===== src/design/mksd_pkg.sv =====
// ----------------------------------------------------------------------------
// mksd_pkg: shared definitions for the key matrix scanner
// Field widths, defaults, constants and the structs that pass between the
// stages of the scanner.
// ----------------------------------------------------------------------------
package mksd_pkg;

  localparam int ROW_COUNT_DEF = 4;
  localparam int COLUMNS_DEF   = 4;
  localparam int MAX_EVENTS    = 4;

  localparam int ROW_W       = 2;
  localparam int COL_LEVEL_W = 4;
  localparam int TIME_W      = 32;
  localparam int DEBOUNCE_W  = 8;
  localparam int KEY_CODE_W  = 5;
  localparam int EVT_CNT_W   = (MAX_EVENTS > 1) ? $clog2(MAX_EVENTS) : 1;

  localparam logic [DEBOUNCE_W-1:0] DEBOUNCE_RESET = 8'd15;

  // One row sample, last field in the lowest bits.
  typedef struct packed {
    logic [TIME_W-1:0]      now_ms;
    logic [COL_LEVEL_W-1:0] column_levels;
    logic [ROW_W-1:0]       row_index;
  } sample_t;

  localparam int SAMPLE_W    = $bits(sample_t);
  localparam int IN_TDATA_W  = ((SAMPLE_W + 7) / 8) * 8;
  localparam int OUT_TDATA_W = ((KEY_CODE_W + 7) / 8) * 8;

  // One key event as presented on the output side.
  typedef struct packed {
    logic [KEY_CODE_W-1:0] key_code;
    logic                  last_event;
  } beat_t;

endpackage


===== src/design/mksd_key_state.sv =====
// ----------------------------------------------------------------------------
// mksd_key_state: per-key debounce state and row evaluation
// Holds the raw level, stable level and change time of every key, works out
// the new state of the sampled row and writes it back when the sample retires.
// ----------------------------------------------------------------------------
module mksd_key_state #(
  parameter int ROW_COUNT = 4,
  parameter int COLUMNS   = 4
) (
  input  logic                            clk,
  input  logic                            rst,
  input  mksd_pkg::sample_t               sample,
  input  logic [mksd_pkg::DEBOUNCE_W-1:0] settle_ms,
  input  logic                            commit,
  output logic [COLUMNS-1:0]              press_mask
);
  import mksd_pkg::*;

  localparam int RSEL_W = (ROW_COUNT > 1) ? $clog2(ROW_COUNT) : 1;

  logic [COLUMNS-1:0] raw_level    [ROW_COUNT];
  logic [COLUMNS-1:0] stable_level [ROW_COUNT];
  logic [TIME_W-1:0]  change_time  [ROW_COUNT][COLUMNS];

  logic               row_ok;
  logic [RSEL_W-1:0]  row_sel;
  logic [COLUMNS-1:0] pressed;
  logic [COLUMNS-1:0] settled;
  logic [COLUMNS-1:0] stable_next;
  logic [TIME_W-1:0]  time_next [COLUMNS];

  assign row_ok  = int'(sample.row_index) < ROW_COUNT;
  assign row_sel = RSEL_W'(sample.row_index);

  // Columns wider than the level field read as zero, that is pressed.
  for (genvar c = 0; c < COLUMNS; c++) begin : g_col
    if (c < COL_LEVEL_W) begin : g_in
      assign pressed[c] = ~sample.column_levels[c];
    end else begin : g_beyond
      assign pressed[c] = 1'b1;
    end
  end

  always_comb begin
    for (int c = 0; c < COLUMNS; c++) begin
      time_next[c] = (pressed[c] != raw_level[row_sel][c]) ? sample.now_ms
                                                            : change_time[row_sel][c];
      settled[c]     = (sample.now_ms - time_next[c]) >= TIME_W'(settle_ms);
      stable_next[c] = settled[c] ? pressed[c] : stable_level[row_sel][c];
      press_mask[c]  = row_ok & settled[c] & pressed[c] & ~stable_level[row_sel][c];
    end
  end

  always_ff @(posedge clk) begin
    if (rst) begin
      for (int r = 0; r < ROW_COUNT; r++) begin
        raw_level[r]    <= '0;
        stable_level[r] <= '0;
        for (int c = 0; c < COLUMNS; c++) begin
          change_time[r][c] <= '0;
        end
      end
    end else if (commit && row_ok) begin
      raw_level[row_sel]    <= pressed;
      stable_level[row_sel] <= stable_next;
      for (int c = 0; c < COLUMNS; c++) begin
        change_time[row_sel][c] <= time_next[c];
      end
    end
  end

  // The raw level of a retired row follows its sample.
  a_raw_follows: assert property (@(posedge clk) disable iff (rst)
    commit && row_ok |=> raw_level[$past(row_sel)] == $past(pressed))
    else $error("raw level of committed row does not match sample");

  // Every reported press leaves its key stable and pressed.
  a_press_stable: assert property (@(posedge clk) disable iff (rst)
    commit && row_ok |=>
      (stable_level[$past(row_sel)] & $past(press_mask)) == $past(press_mask))
    else $error("reported press not recorded as stable");

  // A row outside the matrix raises no press.
  a_bad_row_quiet: assert property (@(posedge clk) disable iff (rst)
    !row_ok |-> press_mask == '0)
    else $error("press reported for a row outside the matrix");

endmodule


===== src/design/mksd_event_out.sv =====
// ----------------------------------------------------------------------------
// mksd_event_out: key event serialiser
// Holds the press mask of one row and hands out one key code per word, lowest
// column first, at most MAX_EVENTS per row, marking the final one.
// ----------------------------------------------------------------------------
module mksd_event_out #(
  parameter int COLUMNS = 4
) (
  input  logic                       clk,
  input  logic                       rst,
  input  logic                       load,
  input  logic [mksd_pkg::ROW_W-1:0] load_row,
  input  logic [COLUMNS-1:0]         load_mask,
  output logic                       room,
  output logic                       out_valid,
  output mksd_pkg::beat_t            beat,
  input  logic                       out_ready
);
  import mksd_pkg::*;

  localparam int COL_W = (COLUMNS > 1) ? $clog2(COLUMNS) : 1;

  logic                 ev_valid;
  logic [ROW_W-1:0]     ev_row;
  logic [COLUMNS-1:0]   ev_mask;
  logic [EVT_CNT_W-1:0] ev_count;

  logic [COL_W-1:0]   col;
  logic [COLUMNS-1:0] rest;
  logic               last;
  logic               fire;
  logic               done;

  always_comb begin
    col = '0;
    for (int c = COLUMNS - 1; c >= 0; c--) begin
      if (ev_mask[c]) begin
        col = COL_W'(c);
      end
    end
  end

  assign rest = ev_mask & (ev_mask - 1'b1);
  assign last = (rest == '0) || (ev_count == EVT_CNT_W'(MAX_EVENTS - 1));
  assign fire = ev_valid && out_ready;
  assign done = fire && last;
  assign room = !ev_valid || done;

  assign out_valid       = ev_valid;
  assign beat.key_code   = KEY_CODE_W'(int'(ev_row) * COLUMNS + int'(col) + 1);
  assign beat.last_event = last;

  always_ff @(posedge clk) begin
    if (rst) begin
      ev_valid <= 1'b0;
      ev_count <= '0;
    end else if (load) begin
      ev_valid <= 1'b1;
      ev_count <= '0;
    end else if (done) begin
      ev_valid <= 1'b0;
    end else if (fire) begin
      ev_count <= EVT_CNT_W'(ev_count + 1'b1);
    end
  end

  always_ff @(posedge clk) begin
    if (load) begin
      ev_row  <= load_row;
      ev_mask <= load_mask;
    end else if (fire) begin
      ev_mask <= rest;
    end
  end

  // A pending row always has at least one key left to report.
  a_mask_nonempty: assert property (@(posedge clk) disable iff (rst)
    ev_valid |-> ev_mask != '0)
    else $error("event register valid with empty mask");

  // Only a free register is loaded, and only with a press.
  a_load_ok: assert property (@(posedge clk) disable iff (rst)
    load |-> room && load_mask != '0)
    else $error("event register loaded while busy or with no press");

  // A word that is not the last keeps the row pending.
  a_not_last_holds: assert property (@(posedge clk) disable iff (rst)
    fire && !last |=> ev_valid)
    else $error("row dropped before its last event");

endmodule


===== src/design/matrix_key_scan_debounce.sv =====
// ----------------------------------------------------------------------------
// matrix_key_scan_debounce: key matrix row scanner with per-key debounce
// Takes sampled matrix rows, debounces every key against a millisecond
// timestamp and reports the code of each newly pressed key.
// ----------------------------------------------------------------------------
//
//  Channel   Dir  Handshake               Word contents (lowest bit first)
//  -------   ---  ---------               --------------------------------
//  cfg       in   cfg_valid / cfg_ready   settle_ms[7:0]
//  s_*       in   s_tvalid  / s_tready    row_index[1:0], column_levels[5:2],
//                                         now_ms[37:6], zero pad to 40 bits
//  m_*       out  m_tvalid  / m_tready    key_code[4:0], zero pad; tlast marks
//                                         the final event of a row
//
// A row sample is registered on entry and evaluated in the following cycle;
// it retires there at once when it raises no press, so rows without presses
// flow at one word per cycle. A row with n new presses (n capped at four)
// then occupies the event register for n output words, one per cycle while
// m_tready is high.
// The input register takes one more sample while the event register drains;
// rows without presses retire past a busy event register, but the next row
// with presses has to wait in the input register until the last word leaves.
// Reset (rst, synchronous) releases every key, zeroes all change times and
// restores the debounce setting to 15 ms; there is no clearing pass.
// A stall on m_tready holds the event register and, once the next row with
// presses is waiting behind it, the input register as well.
// ----------------------------------------------------------------------------
module matrix_key_scan_debounce #(
  parameter int ROW_COUNT = mksd_pkg::ROW_COUNT_DEF,
  parameter int COLUMNS   = mksd_pkg::COLUMNS_DEF
) (
  input  logic                             clk,
  input  logic                             rst,
  // Configuration write: settle_ms
  input  logic                             cfg_valid,
  output logic                             cfg_ready,
  input  logic [mksd_pkg::DEBOUNCE_W-1:0]  cfg_data,
  // Row samples: row_index, column_levels, now_ms
  input  logic                             s_tvalid,
  output logic                             s_tready,
  input  logic [mksd_pkg::IN_TDATA_W-1:0]  s_tdata,
  // Key events: key_code
  output logic                             m_tvalid,
  input  logic                             m_tready,
  output logic [mksd_pkg::OUT_TDATA_W-1:0] m_tdata,
  output logic                             m_tlast
);
  import mksd_pkg::*;

  // Debounce setting; the user must write it only while the scanner is idle, the block itself does not enforce this.
  logic [DEBOUNCE_W-1:0] settle_ms;

  // Input register holding the row under evaluation.
  logic    s1_valid;
  sample_t s1_sample;

  logic [COLUMNS-1:0] press_mask;
  logic               has_press;
  logic               room;
  logic               retire;
  logic               load;
  beat_t              beat;

  assign cfg_ready = 1'b1;

  always_ff @(posedge clk) begin
    if (rst) begin
      settle_ms <= DEBOUNCE_RESET;
    end else if (cfg_valid && cfg_ready) begin
      settle_ms <= cfg_data;
    end
  end

  // A row retires when it raised no press, or when the event register can
  // take its press mask in this cycle. Key state is written back on retire,
  // so a following sample of the same row sees the updated levels.
  assign has_press = |press_mask;
  assign retire    = s1_valid && (!has_press || room);
  assign load      = s1_valid && has_press && room;
  assign s_tready  = !s1_valid || retire;

  always_ff @(posedge clk) begin
    if (rst) begin
      s1_valid <= 1'b0;
    end else if (s_tready) begin
      s1_valid <= s_tvalid;
    end
  end

  always_ff @(posedge clk) begin
    if (s_tvalid && s_tready) begin
      s1_sample <= sample_t'(s_tdata[SAMPLE_W-1:0]);
    end
  end

  mksd_key_state #(
    .ROW_COUNT (ROW_COUNT),
    .COLUMNS   (COLUMNS)
  ) u_key_state (
    .clk        (clk),
    .rst        (rst),
    .sample     (s1_sample),
    .settle_ms  (settle_ms),
    .commit     (retire),
    .press_mask (press_mask)
  );

  mksd_event_out #(
    .COLUMNS (COLUMNS)
  ) u_event_out (
    .clk       (clk),
    .rst       (rst),
    .load      (load),
    .load_row  (s1_sample.row_index),
    .load_mask (press_mask),
    .room      (room),
    .out_valid (m_tvalid),
    .beat      (beat),
    .out_ready (m_tready)
  );

  assign m_tdata = OUT_TDATA_W'(beat.key_code);
  assign m_tlast = beat.last_event;

  // A row that cannot retire stays in the input register unchanged.
  a_row_held: assert property (@(posedge clk) disable iff (rst)
    s1_valid && !retire |=> s1_valid && $stable(s1_sample))
    else $error("pending row lost or altered while blocked");

  // A row with presses only retires into the event register.
  a_press_loads: assert property (@(posedge clk) disable iff (rst)
    retire && has_press |-> load)
    else $error("row with presses retired without loading events");

  // A loaded row shows its first event in the next cycle.
  a_load_shows: assert property (@(posedge clk) disable iff (rst)
    load |=> m_tvalid)
    else $error("loaded events not presented");

endmodule


===== config.mk =====
export PLATFORM = sky130hd
export DESIGN_NAME = matrix_key_scan_debounce
export DESIGN_NICKNAME = d
export VERILOG_FILES = /design/src/design/mksd_pkg.sv /design/src/design/mksd_key_state.sv /design/src/design/mksd_event_out.sv /design/src/design/matrix_key_scan_debounce.sv
export SDC_FILE = /design/constraint.sdc
export NUM_CORES = 1
export LEC_CHECK = 0
export BUFFER_PORTS_ARGS = -buffer_cell sky130_fd_sc_hd__buf_4
export CAP_MARGIN = 20
export CELL_PAD_IN_SITES_DETAIL_PLACEMENT = 1
export CELL_PAD_IN_SITES_GLOBAL_PLACEMENT = 1
export CORE_ASPECT_RATIO = 1.1
export CORE_MARGIN = 1
export CORE_UTILIZATION = 52
export CTS_CLUSTER_SIZE = 16
export DETAILED_ROUTE_END_ITERATION = 12
export PLACE_DENSITY_LB_ADDON = 0.1
export SYNTH_ARGS = -nofsm -noshare
export SYNTH_HDL_FRONTEND = slang
export SYNTH_HIERARCHICAL = 1
export SYNTH_SLANG_ARGS = --single-unit

===== constraint.sdc =====
create_clock -name clk -period 14.3 [get_ports clk]
set_input_delay 3.575 -clock clk [delete_from_list [all_inputs] [get_ports clk]]
set_output_delay 3.575 -clock clk [all_outputs]
set_load 0.02 [all_outputs]

==> flow_metrics.env, run 1 <==
export IMPL_timing_setup_tns_ns=0
export IMPL_r2r_start="s1_sample[0]$_DFFE_PP_"
export IMPL_cts_setup_buffers=0
export IMPL_crit_required_ns=10.72
export IMPL_netlist_area_sq_um=34850
export IMPL_avgSynthCellArea_sq_um=11.49
export IMPL_numCtsBuffers=67
export IMPL_grt_pass1_vias=26870
export IMPL_first_pass_iters=5
export IMPL_ff2ff_setup_slack_ns=2.76
export IMPL_die_h_um=273.5
export IMPL_outcome="finished clean"
export IMPL_core_sq_um=66270
export IMPL_slew_headroom_pct=24.22
export IMPL_clkSlewWorstSetupHoldPaths_ns=0.06
export IMPL_yosysSeqAreaShare_pct=51.35
export IMPL_path_class="flop to output port"
export IMPL_fmax_mhz=79.51
export IMPL_wl_per_cell_um=27.55
export IMPL_fin_skew_ns=0.03026
export IMPL_synth_largest_area_cell="edfxtp_1"
export IMPL_cp_arrival_ns=9.00
export IMPL_antenna_found_initial=1
export IMPL_path_max_fanout=70
export IMPL_grt_max_degree=88
export IMPL_chipWidth_um=248.8
export IMPL_grt_setup_unrepaired="false"
export IMPL_yosys_cell_count_top_type="nor2_1"
export IMPL_hp_class="flop to flop"
export IMPL_cts_tree="built"
export IMPL_vias_per_cell=6.468
export IMPL_period_needed_ns=12.58
export IMPL_cts_hold_buf=0
export IMPL_end_kind="output port"
export IMPL_grtUsageTotal_pct=31.89
export IMPL_rows=99
export IMPL_num_vias=25410
export IMPL_drv_cap=0
export IMPL_place_gp_congestion=0.9078
export IMPL_synth_distinct_cells=94
export IMPL_post_route_period_util_pct=87.95
export IMPL_routed_wl_um=108200
export IMPL_synth_warning_count=6
export IMPL_yosysTopAreaCellShare_pct=50.66
export IMPL_hold_depth=2
export IMPL_grt_ovfl_total=0
export IMPL_synthArstFlopShare_pct=0
export IMPL_hpwl_um=71020
export IMPL_syn_inst=3034
export IMPL_grt_pass1_wl_um=163500
export IMPL_setup_viol=0
export IMPL_hold_end="settle_ms[6]$_SDFFE_PP0P_"
export IMPL_slew_viol_final=0
export IMPL_dieArea_sq_um=68060
export IMPL_ys_ff_latch=600
export IMPL_clock_sinks=600
export IMPL_cts_resized=0
export IMPL_cts_root_buffer="clkbuf_16"
export IMPL_syn2layout_area_growth_pct=9.693
export IMPL_cts_path_max_buffers=3
export IMPL_reg2reg_depth=28
export IMPL_insertion_delay_ns=0.62
export IMPL_port_buffer_count=58
export IMPL_drtIter0Drc=1932
export IMPL_htreeDepth=3
export IMPL_postPlaceCellArea_sq_um=36070
export IMPL_critPathLaunchType="flop"
export IMPL_route_detailed_drc=0
export IMPL_leakagePower_uw=0.01463
export IMPL_drive_gt1_share_pct=12.96
export IMPL_postRouteAntennaNets=0
export IMPL_hold_viol=0
export IMPL_synth_area_leaders="edfxtp_1 51%, mux4_2 8.8%, nor2_1 7.1%"
export IMPL_min_delay_start="settle_ms[6]$_SDFFE_PP0P_"
export IMPL_worstMarginPinSlew_ns=1.137
export IMPL_nets=3225
export IMPL_final_area_sq_um=38230
export IMPL_synth_edff_count=588
export IMPL_powerDensity_nw_per_um2=134.6
export IMPL_synth_top_cells_by_count="656 x nor2_1, 588 x edfxtp_1, 198 x a21oi_1"
export IMPL_start_util_pct=52.59
export IMPL_io_pins=65
export IMPL_ir_worst_vdd_mv=0.1115
export IMPL_synth_main_ff_cell="edfxtp_1"
export IMPL_r2r_end="u_key_state/change_time[0][21]$_SDFFCE_PN0P_"
[metrics by stage]
stage	power (uW)	utilization (%)	hold slack, ns	cells	setup slack (ns)
after detailed placement	3451	54.43	0.4952	3806	2.440
after floorplan	3050	-	0.4206	3036	3.272
after global routing	5347	57.69	0.5500	3928	1.282
final	5144	57.69	0.5126	3929	1.723
after global placement	3406	54.43	0.4902	3806	2.573
after CTS	5162	57.66	0.5117	3927	1.749
[per-layer routing]
metal	share of wire, %	wire length [um]	vias up	global-route usage (%)
li1	-	-	11300	-
met1	41	43860	13090	39.87
met2	50	54170	821	56.02
met3	5.5	5988	207	3.975
met4	3.9	4216	2	13.42
met5	0.010	11	-	0
[flip-flops by register name, summed over array words and instances, names as in the netlist]
register	count
u_key_state/change_time	512
s1_sample	38
u_key_state/raw_level	16
u_key_state/stable_level	16
settle_ms	8
u_event_out/ev_mask	4
u_event_out/ev_count	2
u_event_out/ev_row	2
s1_valid	1
u_event_out/out_valid	1
[worst max-delay path by stage]
stage / endpoint / startpoint / depth (start not counted)
CTS: s_tready / s1_sample[0]$_DFFE_PP_ / 19
global placement: s_tready / s1_sample[0]$_DFFE_PP_ / 25
global route: s_tready / s1_sample[0]$_DFFE_PP_ / 25
finish: s_tready / s1_sample[0]$_DFFE_PP_ / 25
detailed placement: s_tready / s1_sample[0]$_DFFE_PP_ / 25
floorplan: u_key_state/change_time[0][0]$_SDFFCE_PN0P_ / s1_sample[0]$_DFFE_PP_ / 34
[worst max-delay path, stage by stage (launching register included)]
cell	delay [ns]
edfxtp_1	0.82
buf_12	0.50
mux4_2	0.68
xor2_4	0.32
buf_4	0.62
mux2i_1	0.47
ha_1	0.30
nor2b_1	0.16
o21ai_0	0.09
o22ai_1	0.40
nand2b_1	0.21
xor2_1	0.16
ha_1	0.26
nor2b_1	0.13
o21ai_0	0.29
o211ai_1	0.16
and4b_1	0.27
o2111ai_1	0.14
a2111oi_1	0.42
nand4_1	0.22
nor4b_2	0.28
nand4_2	0.40
and2_1	0.34
nor4_4	0.39
or3_1	0.17
buf_4	0.13
[power by group]
| part | internal (uW) | switching, uW |
|---|---|---|
| combinational | 493 | 880 |
| sequential | 2020 | 46.2 |
| clock | 981 | 724 |
[cell type report]
class | count | area, sq um
Multi-Input combinational cell | 2172 | 16020
Clock inverter | 36 | 349.1
Tap cell | 858 | 1074
Inverter | 78 | 292.8
Antenna cell | 1 | 2.502
Sequential cell | 600 | 17900
Clock buffer | 85 | 1787
Timing Repair Buffer | 99 | 805.8
Fill cell | 6702 | 28040
[cell families after synthesis]
group,share of synthesized area [%]
buf+inv,3.001
fa+ha+maj,5.733
xor+xnor,2.728
other cells,0.02155
mux,12.96
flops,51.35
simple gates,13.43
compound gates,10.77
[cell usage in the layout (no fill, tap or decap), types with 19 or more instances in the layout]
cell         n
nand3_1     34
xnor2_1     51
buf_4       94
nor2b_1     23
nand4_1     55
edfxtp_1   588
inv_1       77
nand2b_1    27
o21bai_1    31
a211oi_1    20
o21a_1      19
o21ai_0     95
mux2i_1    125
ha_1       150
a21o_1      55
xor2_1      40
nor2_1     656
nor3_1      24
mux4_2     136
clkbuf_16   69
a21oi_1    198
nand2_1    142
Note: power is estimated with default switching activity, not from simulation.
==> run 2, diff against run 1 <==
--- a/config.mk
+++ b/config.mk
@@ -11,7 +11,7 @@
 export CELL_PAD_IN_SITES_GLOBAL_PLACEMENT = 1
 export CORE_ASPECT_RATIO = 1.1
 export CORE_MARGIN = 1
-export CORE_UTILIZATION = 52
+export CORE_UTILIZATION = 47
 export CTS_CLUSTER_SIZE = 16
 export DETAILED_ROUTE_END_ITERATION = 12
 export PLACE_DENSITY_LB_ADDON = 0.1
@@ -19,3 +19,4 @@
 export SYNTH_HDL_FRONTEND = slang
 export SYNTH_HIERARCHICAL = 1
 export SYNTH_SLANG_ARGS = --single-unit
+export TNS_END_PERCENT = 20
==> constraint.sdc (replaced) <==
create_clock -name clk -period 10.9 [get_ports clk]
set_input_delay 2.725 -clock clk [delete_from_list [all_inputs] [get_ports clk]]
set_output_delay 2.725 -clock clk [all_outputs]
set_load 0.02 [all_outputs]
==> flow_metrics.env, run 2 (same netlist as run 1, synthesis figures left out) <==
export IMPL_wl_per_cell_um=27.15
export IMPL_io_pins=65
export IMPL_die_h_um=287.6
export IMPL_syn2layout_area_growth_pct=11.04
export IMPL_reg_largest_list="u_key_state/change_time (512), s1_sample (38)"
export IMPL_hp_class="flop to flop"
export IMPL_routed_wl_um=109900
export IMPL_period_needed_ns=10.54
export IMPL_min_delay_start="settle_ms[5]$_SDFFE_PP0P_"
export IMPL_cp_arrival_ns=7.82
export IMPL_path_max_fanout=33
export IMPL_dp_cells=3920
export IMPL_slew_viol_final=0
export IMPL_hold_end="settle_ms[5]$_SDFFE_PP0P_"
export IMPL_slew_headroom_pct=39.90
export IMPL_post_route_period_util_pct=96.71
export IMPL_timing_setup_tns_ns=0
export IMPL_r2r_start="s1_sample[0]$_DFFE_PP_"
export IMPL_htreeDepth=3
export IMPL_postRouteAntennaNets=0
export IMPL_hpwl_um=73000
export IMPL_ir_worst_vdd_mv=0.1249
export IMPL_dieArea_sq_um=75250
export IMPL_worstMarginPinSlew_ns=0.8764
export IMPL_layout_common_cells="656 x nor2_1, 588 x edfxtp_1, 197 x a21oi_1"
export IMPL_ff2ff_setup_slack_ns=1.63
export IMPL_drtIter0Drc=1849
export IMPL_chipWidth_um=261.6
export IMPL_num_vias=25350
export IMPL_insertion_delay_ns=0.62
export IMPL_hold_viol=0
export IMPL_grt_pass1_wl_um=166900
export IMPL_grt_pass1_vias=27200
export IMPL_max_flop_register="u_key_state/change_time"
export IMPL_cts_root_buffer="clkbuf_16"
export IMPL_powerDensity_nw_per_um2=174.5
export IMPL_setup_viol=0
export IMPL_grt_ovfl_total=0
export IMPL_fillers=7602
export IMPL_fin_skew_ns=0.01678
export IMPL_layout_cells_non_filler=4049
export IMPL_route_detailed_drc=0
export IMPL_rows=104
export IMPL_place_ws_ns=0.7576
export IMPL_leakagePower_uw=0.01482
export IMPL_core_sq_um=73260
export IMPL_final_area_sq_um=38700
export IMPL_crit_required_ns=8.18
export IMPL_drv_cap=0
export IMPL_place_gp_congestion=0.8913
export IMPL_start_util_pct=47.57
export IMPL_fmax_mhz=94.86
export IMPL_grtUsageTotal_pct=29.66
export IMPL_layout_commonest_cell="nor2_1"
export IMPL_numCtsBuffers=67
export IMPL_cts_tree="built"
export IMPL_clkSlewWorstSetupHoldPaths_ns=0.06
export IMPL_nets=3250
export IMPL_worst_slack_ns=0.3585
export IMPL_critPathLaunchType="flop"
export IMPL_r2r_end="u_key_state/change_time[0][56]$_SDFFCE_PN0P_"
export IMPL_largest_reg_flops=512
export IMPL_end_kind="output port"
export IMPL_first_pass_iters=7
export IMPL_port_buffer_count=58
export IMPL_antenna_found_initial=2
export IMPL_diodes=0
export IMPL_postPlaceCellArea_sq_um=36480
export IMPL_hold_depth=2
export IMPL_grt_setup_unrepaired="false"
export IMPL_reg2reg_depth=26
export IMPL_vias_per_cell=6.260
export IMPL_outcome="finished clean"
export IMPL_grt_max_degree=134
export IMPL_cts_path_max_buffers=3
export IMPL_path_class="flop to output port"
export IMPL_drive_gt1_share_pct=13.67
export IMPL_clock_sinks=600
run 2: cell types whose count changed in the layout (fill, tap and decap cells not counted), sizes merged:
| cell | change |
|---|---|
| clkinvlp | -1 |
| clkbuf | -3 |
| buf | +24 |
| bufbuf | +1 |
| diode | -1 |
| inv | +4 |
run 2: critical path, cell delays in order (launching register included):
cell and delay [ns]:
edfxtp_1 0.37, buf_12 0.13, mux4_2 0.59, xor2_4 0.33, buf_4 0.67, mux2i_1 0.60
ha_1 0.42, a21oi_1 0.18, buf_4 0.15, a21bo_2 0.27, xor2_1 0.15, ha_1 0.30
o21ai_0 0.16, o211ai_1 0.16, and4b_1 0.26, o2111ai_1 0.12, a2111oi_1 0.38, nand4_1 0.22
nor4b_2 0.29, nand4_2 0.35, and2_1 0.34, nor4_4 0.40, or3_1 0.18, buf_4 0.14
run 2: where the power goes:
part	internal, uW	switching (uW)	total, uW
clock	1270	954	2220
combinational	663	1160	1820
sequential	2650	59.9	2710
total	4580	2170	6750
run 2: worst max-delay path by stage:
| stage | start | to | cells after the start |
|---|---|---|---|
| detailed placement | s1_sample[0]$_DFFE_PP_ | s_tready | 25 |
| global placement | s1_sample[0]$_DFFE_PP_ | s_tready | 25 |
| floorplan | s1_sample[0]$_DFFE_PP_ | u_key_state/change_time[2][0]$_SDFFCE_PN0P_ | 34 |
| global route | s1_sample[0]$_DFFE_PP_ | s_tready | 26 |
| CTS | s1_sample[0]$_DFFE_PP_ | s_tready | 20 |
| finish | s1_sample[0]$_DFFE_PP_ | s_tready | 23 |
run 2: final cells by class:
| class | count | area, sq um | area share, % |
|---|---|---|---|
| clock buffer | 82 | 1754 | 4.533 |
| inverter | 78 | 292.8 | 0.7565 |
| multi-input combinational | 2172 | 16030 | 41.41 |
| tap | 954 | 1194 | 3.084 |
| timing repair buffer | 124 | 1189 | 3.071 |
| sequential | 600 | 17900 | 46.25 |
| clock inverter | 39 | 346.6 | 0.8956 |
run 2: what timing repair did:
item                                    CTS  global route
hold buffers                              0             0
endpoints found under the setup margin    1             1
gates cloned                              1             0
buffers inserted                          0             7
resized for setup                         2             0
endpoints found under the hold margin     0             0
pin swaps                                 0             1
run 2: through the flow:
stage / power (uW) / hold WS (ns) / util (%)
floorplan: 3999 / 0.4206 / -
global placement: 4498 / 0.4887 / 49.79
detailed placement: 4546 / 0.5013 / 49.79
CTS: 6787 / 0.5181 / 52.72
global route: 7034 / 0.5493 / 52.82
finish: 6751 / 0.5118 / 52.82
run 2: per-layer routing:
| layer | track usage, % | vias to the layer above | part of all wire, % |
|---|---|---|---|
| li1 | - | 11360 | - |
| met1 | 37.62 | 13170 | 41 |
| met2 | 52.78 | 655 | 51 |
| met3 | 3.002 | 162 | 4.4 |
| met4 | 9.535 | 0 | 3.0 |
| met5 | 0 | - | 0 |
